$ cat src/hdl/pdu_pkg.sv
// Shared types, status codes and helpers for the percent decoder with UTF-8 check.
// Used by pdu_front, pdu_queue, pdu_back and percent_decoder_utf8_check.
`default_nettype none
package pdu_pkg;

    localparam int STATUS_W   = 3;
    localparam int FIFO_DEPTH = 4;
    localparam int FIFO_AW    = $clog2(FIFO_DEPTH);

    localparam logic [STATUS_W-1:0] ST_OK     = 3'd0;
    localparam logic [STATUS_W-1:0] ST_TRUNC  = 3'd1;
    localparam logic [STATUS_W-1:0] ST_BADHEX = 3'd2;
    localparam logic [STATUS_W-1:0] ST_NUL    = 3'd3;
    localparam logic [STATUS_W-1:0] ST_UTF8   = 3'd4;

    // Result item kinds
    localparam logic KIND_DATA = 1'b0;
    localparam logic KIND_END  = 1'b1;

    // Allowed range of the next continuation byte
    localparam logic [2:0] CLS_ANY   = 3'd0;  // 80-BF
    localparam logic [2:0] CLS_A0_BF = 3'd1;
    localparam logic [2:0] CLS_80_9F = 3'd2;
    localparam logic [2:0] CLS_90_BF = 3'd3;
    localparam logic [2:0] CLS_80_8F = 3'd4;

    localparam logic [7:0] CHAR_PCT = 8'h25;

    typedef enum logic [2:0] {
        ESC_IDLE = 3'b001,
        ESC_HIGH = 3'b010,
        ESC_LOW  = 3'b100
    } esc_state_t;

    // Results caused by one input item
    typedef struct packed {
        logic                has_data;
        logic [7:0]          data;
        logic                has_end;
        logic [STATUS_W-1:0] status;
    } rec_t;

    // {bad, nibble}
    function automatic logic [4:0] hex_value(input logic [7:0] c);
        logic [4:0] r;
        r = 5'b1_0000;
        if (c >= 8'h30 && c <= 8'h39) r = {1'b0, 4'(c - 8'h30)};
        else if (c >= 8'h41 && c <= 8'h46) r = {1'b0, 4'(c - 8'h37)};
        else if (c >= 8'h61 && c <= 8'h66) r = {1'b0, 4'(c - 8'h57)};
        return r;
    endfunction

endpackage
`default_nettype wire

$ cat src/hdl/pdu_front.sv
// Front end: escape decoding, UTF-8 check and error tracking, one byte per cycle while accept is high.
// Depends on pdu_pkg; emits one result record per item that causes results.
`default_nettype none
module pdu_front (
    input  wire logic        aclk,
    input  wire logic        aresetn,
    input  wire logic        accept,
    input  wire logic [7:0]  in_byte,
    input  wire logic        in_last,
    input  wire logic        require_utf8,
    output pdu_pkg::rec_t    rec,
    output logic             push
);
    import pdu_pkg::*;

    esc_state_t          esc_reg, esc_next;
    logic [3:0]          nib_reg, nib_next;
    logic                bad_reg, bad_next;
    logic [STATUS_W-1:0] err_reg, err_next;
    logic [1:0]          pend_reg, pend_next;
    logic [2:0]          cls_reg, cls_next;

    always_comb begin
        logic                have;
        logic [7:0]          dec;
        logic [STATUS_W-1:0] err;
        logic [STATUS_W-1:0] e;
        logic [4:0]          hv;
        logic [7:0]          lo;
        logic [7:0]          hi;

        esc_next  = esc_reg;
        nib_next  = nib_reg;
        bad_next  = bad_reg;
        err_next  = err_reg;
        pend_next = pend_reg;
        cls_next  = cls_reg;
        have      = 1'b0;
        dec       = '0;
        err       = err_reg;
        e         = ST_OK;
        hv        = '0;
        lo        = 8'h80;
        hi        = 8'hBF;
        rec       = '0;
        push      = 1'b0;

        if (accept) begin
            if (err_reg == ST_OK) begin
                unique case (esc_reg)
                    ESC_HIGH: begin
                        hv       = hex_value(in_byte);
                        bad_next = hv[4];
                        nib_next = hv[3:0];
                        esc_next = ESC_LOW;
                        if (in_last) err = ST_TRUNC;
                    end
                    ESC_LOW: begin
                        hv       = hex_value(in_byte);
                        esc_next = ESC_IDLE;
                        if (bad_reg || hv[4]) begin
                            err = ST_BADHEX;
                        end else begin
                            dec  = {nib_reg, hv[3:0]};
                            have = 1'b1;
                        end
                    end
                    default: begin
                        if (in_byte == CHAR_PCT) begin
                            esc_next = ESC_HIGH;
                            if (in_last) err = ST_TRUNC;
                        end else begin
                            esc_next = ESC_IDLE;
                            dec      = in_byte;
                            have     = 1'b1;
                        end
                    end
                endcase

                if (have && require_utf8) begin
                    if (dec == 8'h00) begin
                        e = ST_NUL;
                    end else if (pend_reg != 2'd0) begin
                        case (cls_reg)
                            CLS_A0_BF: lo = 8'hA0;
                            CLS_80_9F: hi = 8'h9F;
                            CLS_90_BF: lo = 8'h90;
                            CLS_80_8F: hi = 8'h8F;
                            default: ;
                        endcase
                        if (dec < lo || dec > hi) begin
                            e = ST_UTF8;
                        end else begin
                            pend_next = pend_reg - 2'd1;
                            cls_next  = CLS_ANY;
                        end
                    end else if (dec < 8'h80) begin
                        e = ST_OK;
                    end else if (dec < 8'hC2 || dec > 8'hF4) begin
                        e = ST_UTF8;
                    end else if (dec <= 8'hDF) begin
                        pend_next = 2'd1;
                        cls_next  = CLS_ANY;
                    end else if (dec <= 8'hEF) begin
                        pend_next = 2'd2;
                        cls_next  = (dec == 8'hE0) ? CLS_A0_BF :
                                    (dec == 8'hED) ? CLS_80_9F : CLS_ANY;
                    end else begin
                        pend_next = 2'd3;
                        cls_next  = (dec == 8'hF0) ? CLS_90_BF :
                                    (dec == 8'hF4) ? CLS_80_8F : CLS_ANY;
                    end
                    if (e != ST_OK) begin
                        err  = e;
                        have = 1'b0;
                    end
                end

                // sequence still open at end of value
                if (in_last && err == ST_OK && require_utf8 && pend_next != 2'd0)
                    err = ST_UTF8;
            end

            rec.has_data = have;
            rec.data     = dec;
            rec.has_end  = in_last;
            rec.status   = in_last ? err : ST_OK;
            push         = have | in_last;

            if (in_last) begin
                esc_next  = ESC_IDLE;
                nib_next  = '0;
                bad_next  = 1'b0;
                err_next  = ST_OK;
                pend_next = '0;
                cls_next  = CLS_ANY;
            end else begin
                err_next = err;
            end
        end
    end

    always_ff @(posedge aclk) begin
        if (!aresetn) begin
            esc_reg  <= ESC_IDLE;
            nib_reg  <= '0;
            bad_reg  <= 1'b0;
            err_reg  <= ST_OK;
            pend_reg <= '0;
            cls_reg  <= CLS_ANY;
        end else begin
            esc_reg  <= esc_next;
            nib_reg  <= nib_next;
            bad_reg  <= bad_next;
            err_reg  <= err_next;
            pend_reg <= pend_next;
            cls_reg  <= cls_next;
        end
    end

endmodule
`default_nettype wire

$ cat src/hdl/pdu_queue.sv
// Short FIFO of result records between the front end and the output stage.
// Depends on pdu_pkg for rec_t and the depth constants.
`default_nettype none
module pdu_queue (
    input  wire logic         aclk,
    input  wire logic         aresetn,
    input  wire logic         push,
    input  wire pdu_pkg::rec_t push_rec,
    input  wire logic         pop,
    output pdu_pkg::rec_t     head_rec,
    output logic              empty,
    output logic              full
);
    import pdu_pkg::*;

    rec_t               mem_reg [FIFO_DEPTH];
    logic [FIFO_AW-1:0] wr_ptr_reg, rd_ptr_reg;
    logic [FIFO_AW:0]   count_reg, count_next;

    assign empty    = (count_reg == '0);
    assign full     = (count_reg == (FIFO_AW+1)'(FIFO_DEPTH));
    assign head_rec = mem_reg[rd_ptr_reg];

    always_comb begin
        count_next = count_reg;
        if (push && !pop) count_next = count_reg + 1'b1;
        else if (!push && pop) count_next = count_reg - 1'b1;
    end

    always_ff @(posedge aclk) begin
        if (push) mem_reg[wr_ptr_reg] <= push_rec;
    end

    always_ff @(posedge aclk) begin
        if (!aresetn) begin
            wr_ptr_reg <= '0;
            rd_ptr_reg <= '0;
            count_reg  <= '0;
        end else begin
            if (push) wr_ptr_reg <= wr_ptr_reg + 1'b1;
            if (pop)  rd_ptr_reg <= rd_ptr_reg + 1'b1;
            count_reg <= count_next;
        end
    end

endmodule
`default_nettype wire

$ cat src/hdl/pdu_back.sv
// Output stage: expands each record into a data item and/or an end item.
// Depends on pdu_pkg; drives the registered result channel.
`default_nettype none
module pdu_back (
    input  wire logic                          aclk,
    input  wire logic                          aresetn,
    input  wire pdu_pkg::rec_t                 head_rec,
    input  wire logic                          empty,
    output logic                               pop,
    output logic                               m_valid,
    input  wire logic                          m_ready,
    output logic                               m_kind,
    output logic [7:0]                         m_data,
    output logic [pdu_pkg::STATUS_W-1:0]       m_status,
    output logic                               m_last
);
    import pdu_pkg::*;

    logic                valid_reg;
    logic                kind_reg;
    logic [7:0]          data_reg;
    logic [STATUS_W-1:0] status_reg;
    logic                last_reg;
    logic                pend_reg;      // end item still owed for the popped record
    logic [STATUS_W-1:0] pend_status_reg;
    logic                load;

    assign load = !valid_reg || m_ready;
    assign pop  = load && !pend_reg && !empty;

    always_ff @(posedge aclk) begin
        if (!aresetn) begin
            valid_reg <= 1'b0;
            pend_reg  <= 1'b0;
        end else if (load) begin
            if (pend_reg) begin
                valid_reg <= 1'b1;
                pend_reg  <= 1'b0;
            end else if (!empty) begin
                valid_reg <= 1'b1;
                pend_reg  <= head_rec.has_data && head_rec.has_end;
            end else begin
                valid_reg <= 1'b0;
            end
        end
    end

    always_ff @(posedge aclk) begin
        if (load) begin
            if (pend_reg) begin
                kind_reg   <= KIND_END;
                data_reg   <= '0;
                status_reg <= pend_status_reg;
                last_reg   <= 1'b1;
            end else if (head_rec.has_data) begin
                kind_reg   <= KIND_DATA;
                data_reg   <= head_rec.data;
                status_reg <= ST_OK;
                last_reg   <= !head_rec.has_end;
            end else begin
                kind_reg   <= KIND_END;
                data_reg   <= '0;
                status_reg <= head_rec.status;
                last_reg   <= 1'b1;
            end
            if (!pend_reg) pend_status_reg <= head_rec.status;
        end
    end

    assign m_valid  = valid_reg;
    assign m_kind   = kind_reg;
    assign m_data   = data_reg;
    assign m_status = status_reg;
    assign m_last   = last_reg;

endmodule
`default_nettype wire

$ cat src/hdl/percent_decoder_utf8_check.sv
// Percent decoder with optional strict UTF-8 check: top level with APB register.
// An accepted item is written into the queue, then registered in pdu_back before it shows on m_.
// Throughput: 1 item/cycle while the queue is not full; an item giving data plus end status
// yields two output items, so a steady run of those fills the 4-entry queue and stalls s_tready.
// Reset: synchronous active-low aresetn clears decode state, queue and require_utf8.
// Depends on pdu_pkg, pdu_front, pdu_queue and pdu_back.
`default_nettype none
module percent_decoder_utf8_check (
    input  wire logic        aclk,
    input  wire logic        aresetn,
    input  wire logic        s_tvalid,
    output logic             s_tready,
    input  wire logic [7:0]  s_tdata,   // [7:0] in_byte
    input  wire logic        s_tlast,
    output logic             m_tvalid,
    input  wire logic        m_tready,
    output logic [15:0]      m_tdata,   // [7:0] data, [10:8] status, rest zero
    output logic [0:0]       m_tuser,   // [0] kind
    output logic             m_tlast,
    input  wire logic        psel,
    input  wire logic        penable,
    input  wire logic        pwrite,
    input  wire logic [2:0]  paddr,
    input  wire logic [31:0] pwdata,
    output logic [31:0]      prdata,
    output logic             pready
);
    import pdu_pkg::*;

    logic                require_utf8_reg;
    logic                accept;
    logic                push;
    logic                pop;
    logic                empty;
    logic                full;
    rec_t                front_rec;
    rec_t                head_rec;
    logic                out_kind;
    logic [7:0]          out_data;
    logic [STATUS_W-1:0] out_status;

    assign pready = 1'b1;
    assign prdata = {31'd0, require_utf8_reg & ~paddr[2]};

    always_ff @(posedge aclk) begin
        if (!aresetn) begin
            require_utf8_reg <= 1'b0;
        end else if (psel && penable && pwrite && pready && !paddr[2]) begin
            require_utf8_reg <= pwdata[0];
        end
    end

    assign s_tready = !full;
    assign accept   = s_tvalid && s_tready;

    pdu_front u_front (
        .aclk         (aclk),
        .aresetn      (aresetn),
        .accept       (accept),
        .in_byte      (s_tdata),
        .in_last      (s_tlast),
        .require_utf8 (require_utf8_reg),
        .rec          (front_rec),
        .push         (push)
    );

    pdu_queue u_queue (
        .aclk     (aclk),
        .aresetn  (aresetn),
        .push     (push),
        .push_rec (front_rec),
        .pop      (pop),
        .head_rec (head_rec),
        .empty    (empty),
        .full     (full)
    );

    pdu_back u_back (
        .aclk     (aclk),
        .aresetn  (aresetn),
        .head_rec (head_rec),
        .empty    (empty),
        .pop      (pop),
        .m_valid  (m_tvalid),
        .m_ready  (m_tready),
        .m_kind   (out_kind),
        .m_data   (out_data),
        .m_status (out_status),
        .m_last   (m_tlast)
    );

    assign m_tdata = {5'd0, out_status, out_data};
    assign m_tuser = out_kind;

endmodule
`default_nettype wire
$ cat config.mk
export PLATFORM = sky130hd
export DESIGN_NAME = percent_decoder_utf8_check
export DESIGN_NICKNAME = d
export VERILOG_FILES = /design/src/hdl/pdu_pkg.sv /design/src/hdl/pdu_front.sv /design/src/hdl/pdu_queue.sv /design/src/hdl/pdu_back.sv /design/src/hdl/percent_decoder_utf8_check.sv
export SDC_FILE = /design/constraint.sdc
export NUM_CORES = 1
export LEC_CHECK = 0
export ABC_AREA = 1
export BUFFER_PORTS_ARGS = -buffer_cell sky130_fd_sc_hd__buf_2
export CAP_MARGIN = 20
export CORE_ASPECT_RATIO = 1.4
export CORE_UTILIZATION = 35
export CTS_CLUSTER_SIZE = 40
export DETAILED_ROUTE_END_ITERATION = 12
export PLACE_DENSITY = 0.55
export RECOVER_POWER = 50
export SYNTH_ARGS = -nofsm -noshare
export SYNTH_HDL_FRONTEND = slang
export SYNTH_HIERARCHICAL = 1
export SYNTH_SLANG_ARGS = --single-unit
$ cat constraint.sdc
create_clock -name aclk -period 3.11 [get_ports aclk]
set_clock_uncertainty 0.05 [all_clocks]
set_input_delay 0.4665 -clock aclk [delete_from_list [all_inputs] [get_ports aclk]]
set_output_delay 0.4665 -clock aclk [all_outputs]
set_load 0.005 [all_outputs]
# == Word level (Yosys, flattened, before mapping) ==
# Memories as Yosys holds them, arrays and structs flattened. A register that Yosys moved wholly into a read port is not among the register bits.
# Cells that the tools add are included.
# classes
add_sub_neg,8
magnitude_cmp,13
eq_ne,16
mux,104
bitwise,5
n_reduce_logical,44
# op_table
op,n
$mux 8,15
$mux 3,38
$eq 8x8->1 const B,4
$mux 2,15
$mux 5,6
$pmux 6 s2,2
$mux 1,20
$ge 8x7->1 const B,2
$le 8x7->1 const B,2
$le 8x8->1 const B,2
$logic_and 1x1->1,16
$lt 8x8->1 const B,2
$pmux 8 s2,1
$mux 13,1
$mux 4,3
$pmux 3 s2,2
$reduce_bool 2->1,6
$eq 3x2->1 const B,3
$eq 3x3->1 const B,3
$logic_not 3->1,3
$eq 8x6->1 const B,1
$ge 8x6->1 const B,1
$gt 8x8->1,1
$gt 8x8->1 const B,1
other kinds (24),40
# word_totals
reg_bits,42
mem_bits_rw,52
input_bits,51
output_inout_bits,53
word_cells,208
mem_count,1
# mem_list
memory,words,width,rd,rd_ports_with_merged_regs,wr,line_no,rtl
u_queue.mem_reg,4,13,1,1,1,pdu_queue.sv:16,rec_t mem_reg [FIFO_DEPTH];

# == Depth between registers and ports, before layout ==
# depth
word_depth,39
depth_mapped,28
depth_no_buf,28

# == Cells and area by module ==
# The synthesis kept the hierarchy.
# by_module_without_submodules
module,n_inst,cells_each,area_per_inst_um2,seq_area_each_um2
pdu_queue,1,184,2418.6,1741.7
pdu_front,1,295,1724.2,320.3
pdu_back,1,60,705.7,520.5
percent_decoder_utf8_check,1,54,362.8,20.0

# == Least setup slack after synthesis ==
# OpenSTA, ideal clock, no wires.
# synth_timing
path_kind,in2reg
from,input s_tdata[0]
to,register u_queue.count_reg[2]
setup_ns,0.110
t_arrival_ns,3.185
required_ns,2.950
slack_ns,-0.235
stages,28
n_path_buf,0
cell_sequence,inv_1 > ha_1 > nand2_1 > nand3_2 > nand2_4 > nand2_4 > nand3_4 > nand2_8 > nand3_2 > inv_1 > ha_1 > nand2_1 > nor2_1 > nand3b_1 > nand2_1 > nand2_2 > nand3_2 > nand3_1 > nand2_1 > ha_1 > inv_1 > fa_1 > inv_1 > nand2_1 > nand3_1 > nand2_1 > inv_1 > nor2_1
# synth_via
elab_chain_cells,32
word_cells_on_any_way,59
classes_between,add/sub (3); order compare (11); eq/ne (1); mux (30); bitwise (1); reduce/logical (13)
# synth_lines
element,line_no,rtl
"start, declared",percent_decoder_utf8_check.sv:13,"input wire logic [7:0] s_tdata,"
$ge 8x7->1 or $le 8x7->1 (tied branches),pdu_pkg.sv:49,"else if (c >= 8'h61 && c <= 8'h66) r = {1'b0, 4'(c - 8'h57)};"
$logic_and 1x1->1,pdu_pkg.sv:49,
$mux 5,pdu_pkg.sv:49,
$mux 5,pdu_pkg.sv:48,"else if (c >= 8'h41 && c <= 8'h46) r = {1'b0, 4'(c - 8'h37)};"
$mux 5,pdu_pkg.sv:47,"if (c >= 8'h30 && c <= 8'h39) r = {1'b0, 4'(c - 8'h30)};"
$mux 5,pdu_front.sv:50,unique case (esc_reg)
$mux 5,pdu_front.sv:49,if (err_reg == ST_OK) begin
$mux 5,pdu_front.sv:48,if (accept) begin
(+17 left out),--,
$mux 1 *,pdu_front.sv:49,
$mux 1 *,pdu_front.sv:48,
$or 1x1->1 *,pdu_front.sv:128,push = have | in_last;
$mux 1 *,pdu_front.sv:48,
via push,percent_decoder_utf8_check.sv:32,logic push;
$logic_not 1->1,pdu_queue.sv:27,else if (!push && pop) count_next = count_reg - 1'b1;
$logic_and 1x1->1,pdu_queue.sv:27,
$reduce_bool 2->1 (no source line),--,
"end signal, assigned",pdu_queue.sv:42,count_reg <= count_next;
"end, declared",pdu_queue.sv:18,"logic [FIFO_AW:0] count_reg, count_next;"
# The timed path passes the listed nets; every way through them passes the cells marked *. The select of a mux whose other input is x is not followed.
# A chain may end at the register's enable or synchronous reset.

# == Worst setup path after layout ==
# layout_timing
from,input s_tdata[1]
to,register u_queue.count_reg[2]
# The elaborated chain is that of the path after synthesis.

==> out/metrics.cfg <==
[clock_network]
clock_tree.buffer_depth = 2
cts_root_buf = clkbuf_16
cts.clk_slew.worst_paths_ns = 0.07
cts_buffers = 9
cts_tree = yes
cts_sinks = 96
cts_max_level = 3
insertion_delay_ns = 0.34

[critical_path]
crit_required_ns = 3.30
critPathMaxFanout = 3
path_class = in2reg
end_kind = register
worst_setup_path_start_kind = input pin
startpoint = s_tdata[1]
r2r_start = u_front/esc_reg[2]
arrival_ns = 3.23

[grt]
grt_pass1_vias = 3959
track_usage_pct = 15.2
antenna_found_initial = 0
grt_pass1_wl_um = 18200
overflow = 0
grt_max_degree = 27

[yosys]
synth-main-ff-cell = edfxtp_1
syn_area_per_cell_um2 = 8.79
postSynth.asyncResetShare_pct = 0
synthCells = 593
netlist_area_um2 = 5210
ys_types = 44
synth_edf_count = 68
ys_ff_latch = 96
yosysWarnings = 6
ys_seq_area_share_pct = 49.9

[pwr]
ir_worst_vdd_mv = 0.297
total_power_uw = 4240
p_leak_uw = 0.00284
cellPowerDensity_nw_per_um2 = 657

[floorplanning]
die_h_um = 146
fp.dieArea_um2 = 15400
core_area_um2 = 14500
rows = 52
io_pins = 104
die_x_um = 105
start_util_pct = 35.9

[finish]
layout.nets = 763
drive_above_1_share_pct = 27.1
area_delta_synth_final_pct = 24.0
final_area_um2 = 6460
largest_reg_flops = 52
antennaDiodeCount = 0

[detailed_routing]
postRouteAntennaNets = 0
vias_per_cell = 4.52
vias = 4034
routed_wl_um = 11200
route.detailed.drc = 0
wl_per_cell_um = 12.6
dr_wl_met3_um = 308
first_pass_iters = 5
drt-met1-wl_um = 4430
dr.max_layer_used = met4
drt_iter0_drc = 130
route.met2.wl_um = 6260

[timing]
fin_crit_ns = 3.03
setup_viol = 0
hold_viol_final = 0
worst_pin_slew_ns = 0.755
clock.fmax_ghz = 0.330
period_share_pct = 97.6
drv_slew = 0
slew_headroom_pct = 49.6
rsz0062_at_grt = yes

[placed_design]
place_area_um2 = 6070
portBuffers = 33
dpl.hpwl_um = 8700
finalWeightedCongestion = 0.841

[min_path]
hp-class = reg2reg
min_from = u_queue/rd_ptr_reg[1]

[job]
maxCapViolations = 0

[status]
status = finished, final reports clean

-- synth_stat cells (2+ instances only) --
master / n / area share [%]
o21ai_2: 2 / 0.34
buf_6: 2 / 0.43
dfxtp_1: 28 / 11
o21a_1: 2 / 0.29
buf_2: 2 / 0.19
nand2_4: 2 / 0.43
a21oi_1: 26 / 2.5
buf_8: 2 / 0.58
inv_1: 76 / 5.5
ha_1: 12 / 2.9
nor2_1: 87 / 6.3
a21oi_2: 4 / 0.67
edfxtp_1: 68 / 39
clkbuf_1: 3 / 0.22
nand3_2: 7 / 1.3
buf_4: 38 / 5.5
o22ai_1: 14 / 1.7
nor3_1: 8 / 0.77
nand4_1: 3 / 0.36
inv_2: 8 / 0.58
nand2_1: 89 / 6.4
conb_1: 2 / 0.14
o21ai_1: 8 / 0.77
nor2_2: 9 / 1.1
o21ai_0: 35 / 3.4
nand2_2: 7 / 0.84
nand3_1: 32 / 3.1
-- repair_timing --
action | CTS | global route
hold buffers | 0 | 0
buffers inserted | 0 | 2
pin swaps | 4 | 13
gates resized for setup | 3 | 20
endpoints found under the setup margin | 2 | 6
-- critical path, cell delays in order --
cell and delay, ns:
buf_6 0.12, inv_16 0.05, ha_4 0.15, inv_4 0.04, nor3_4 0.13, nand3_2 0.12, nor2_4 0.11, inv_2 0.05
nand3_4 0.09, inv_4 0.05, ha_4 0.26, nand2_1 0.05, nor2_1 0.11, nand3b_1 0.11, nand2_2 0.11, nand2_2 0.06
nand3_2 0.09, nand3_2 0.10, nand2_4 0.10, ha_4 0.14, inv_2 0.04, fa_2 0.35, nand2_2 0.10, nand4_1 0.10
nand2_1 0.08, nor2_1 0.04
-- metrics by stage --
stage / instances / TNS [ns] / worst slack, ns / util [%] / hold WS [ns]
floorplan: 628 / -0.0133 / -0.0133 / - / 0.362
global placement: 875 / -9.98 / -0.355 / 41.8 / 0.373
detailed placement: 875 / -15.85 / -0.471 / 41.8 / 0.394
CTS: 891 / 0 / 0.0258 / 44.1 / 0.393
global route: 893 / -0.0562 / -0.0562 / 44.5 / 0.433
finish: 893 / 0 / 0.0758 / 44.5 / 0.399
-- per-layer routing --
metal	vias up	GRT usage (%)
met5	-	0
met4	0	6.41
met3	12	2.46
met2	65	29.8
met1	1871	15.6
li1	2086	-
-- final timing paths --
kind         slack [ns]                    end  cells after the start
min                0.40  u_queue/rd_ptr_reg[1]                      1
min reg2reg        0.40  u_queue/rd_ptr_reg[1]                      1
max reg2reg        0.11   u_queue/count_reg[2]                     23
max                0.08   u_queue/count_reg[2]                     26
-- cell type report --
cell class | count | area (um2)
Fill cell | 1457 | 8050
Inverter | 85 | 348
Sequential cell | 96 | 2600
Timing Repair Buffer | 108 | 773
Clock inverter | 5 | 40.0
Clock buffer | 11 | 275
Tap cell | 189 | 236
Multi-Input combinational cell | 399 | 2180
-- cell usage in the layout, fill, tap and decap left out, types with 4 or more instances in the layout --
cell type,count
a21oi_1,24
a21oi_2,6
buf_12,4
buf_2,25
buf_4,70
clkbuf_1,7
clkbuf_16,11
conb_1,37
dfxtp_1,27
edfxtp_1,68
ha_1,8
ha_4,4
inv_1,70
inv_2,11
inv_4,4
nand2_1,82
nand2_2,11
nand2_4,5
nand3_1,27
nand3_2,10
nor2_1,87
nor2_2,7
nor3_1,8
o21ai_0,35
o21ai_1,8
o22ai_1,14
-- report_power, final --
group | total, uW | switching [uW] | internal, uW
clock | 1120 | 472 | 649
sequential | 1850 | 146 | 1700
combinational | 1270 | 787 | 488
-- cells by family after synthesis --
kind of cell / after synthesis / share of synthesized area (%)
adders and majority gates: 13 / 3.27
and+or+nand+nor: 251 / 22.2
buffers and inverters: 133 / 13.5
AOI/OAI and AO/OA: 98 / 10.9
DFF: 96 / 49.9
other: 2 / 0.144
Power figures use the tool's default switching activity.
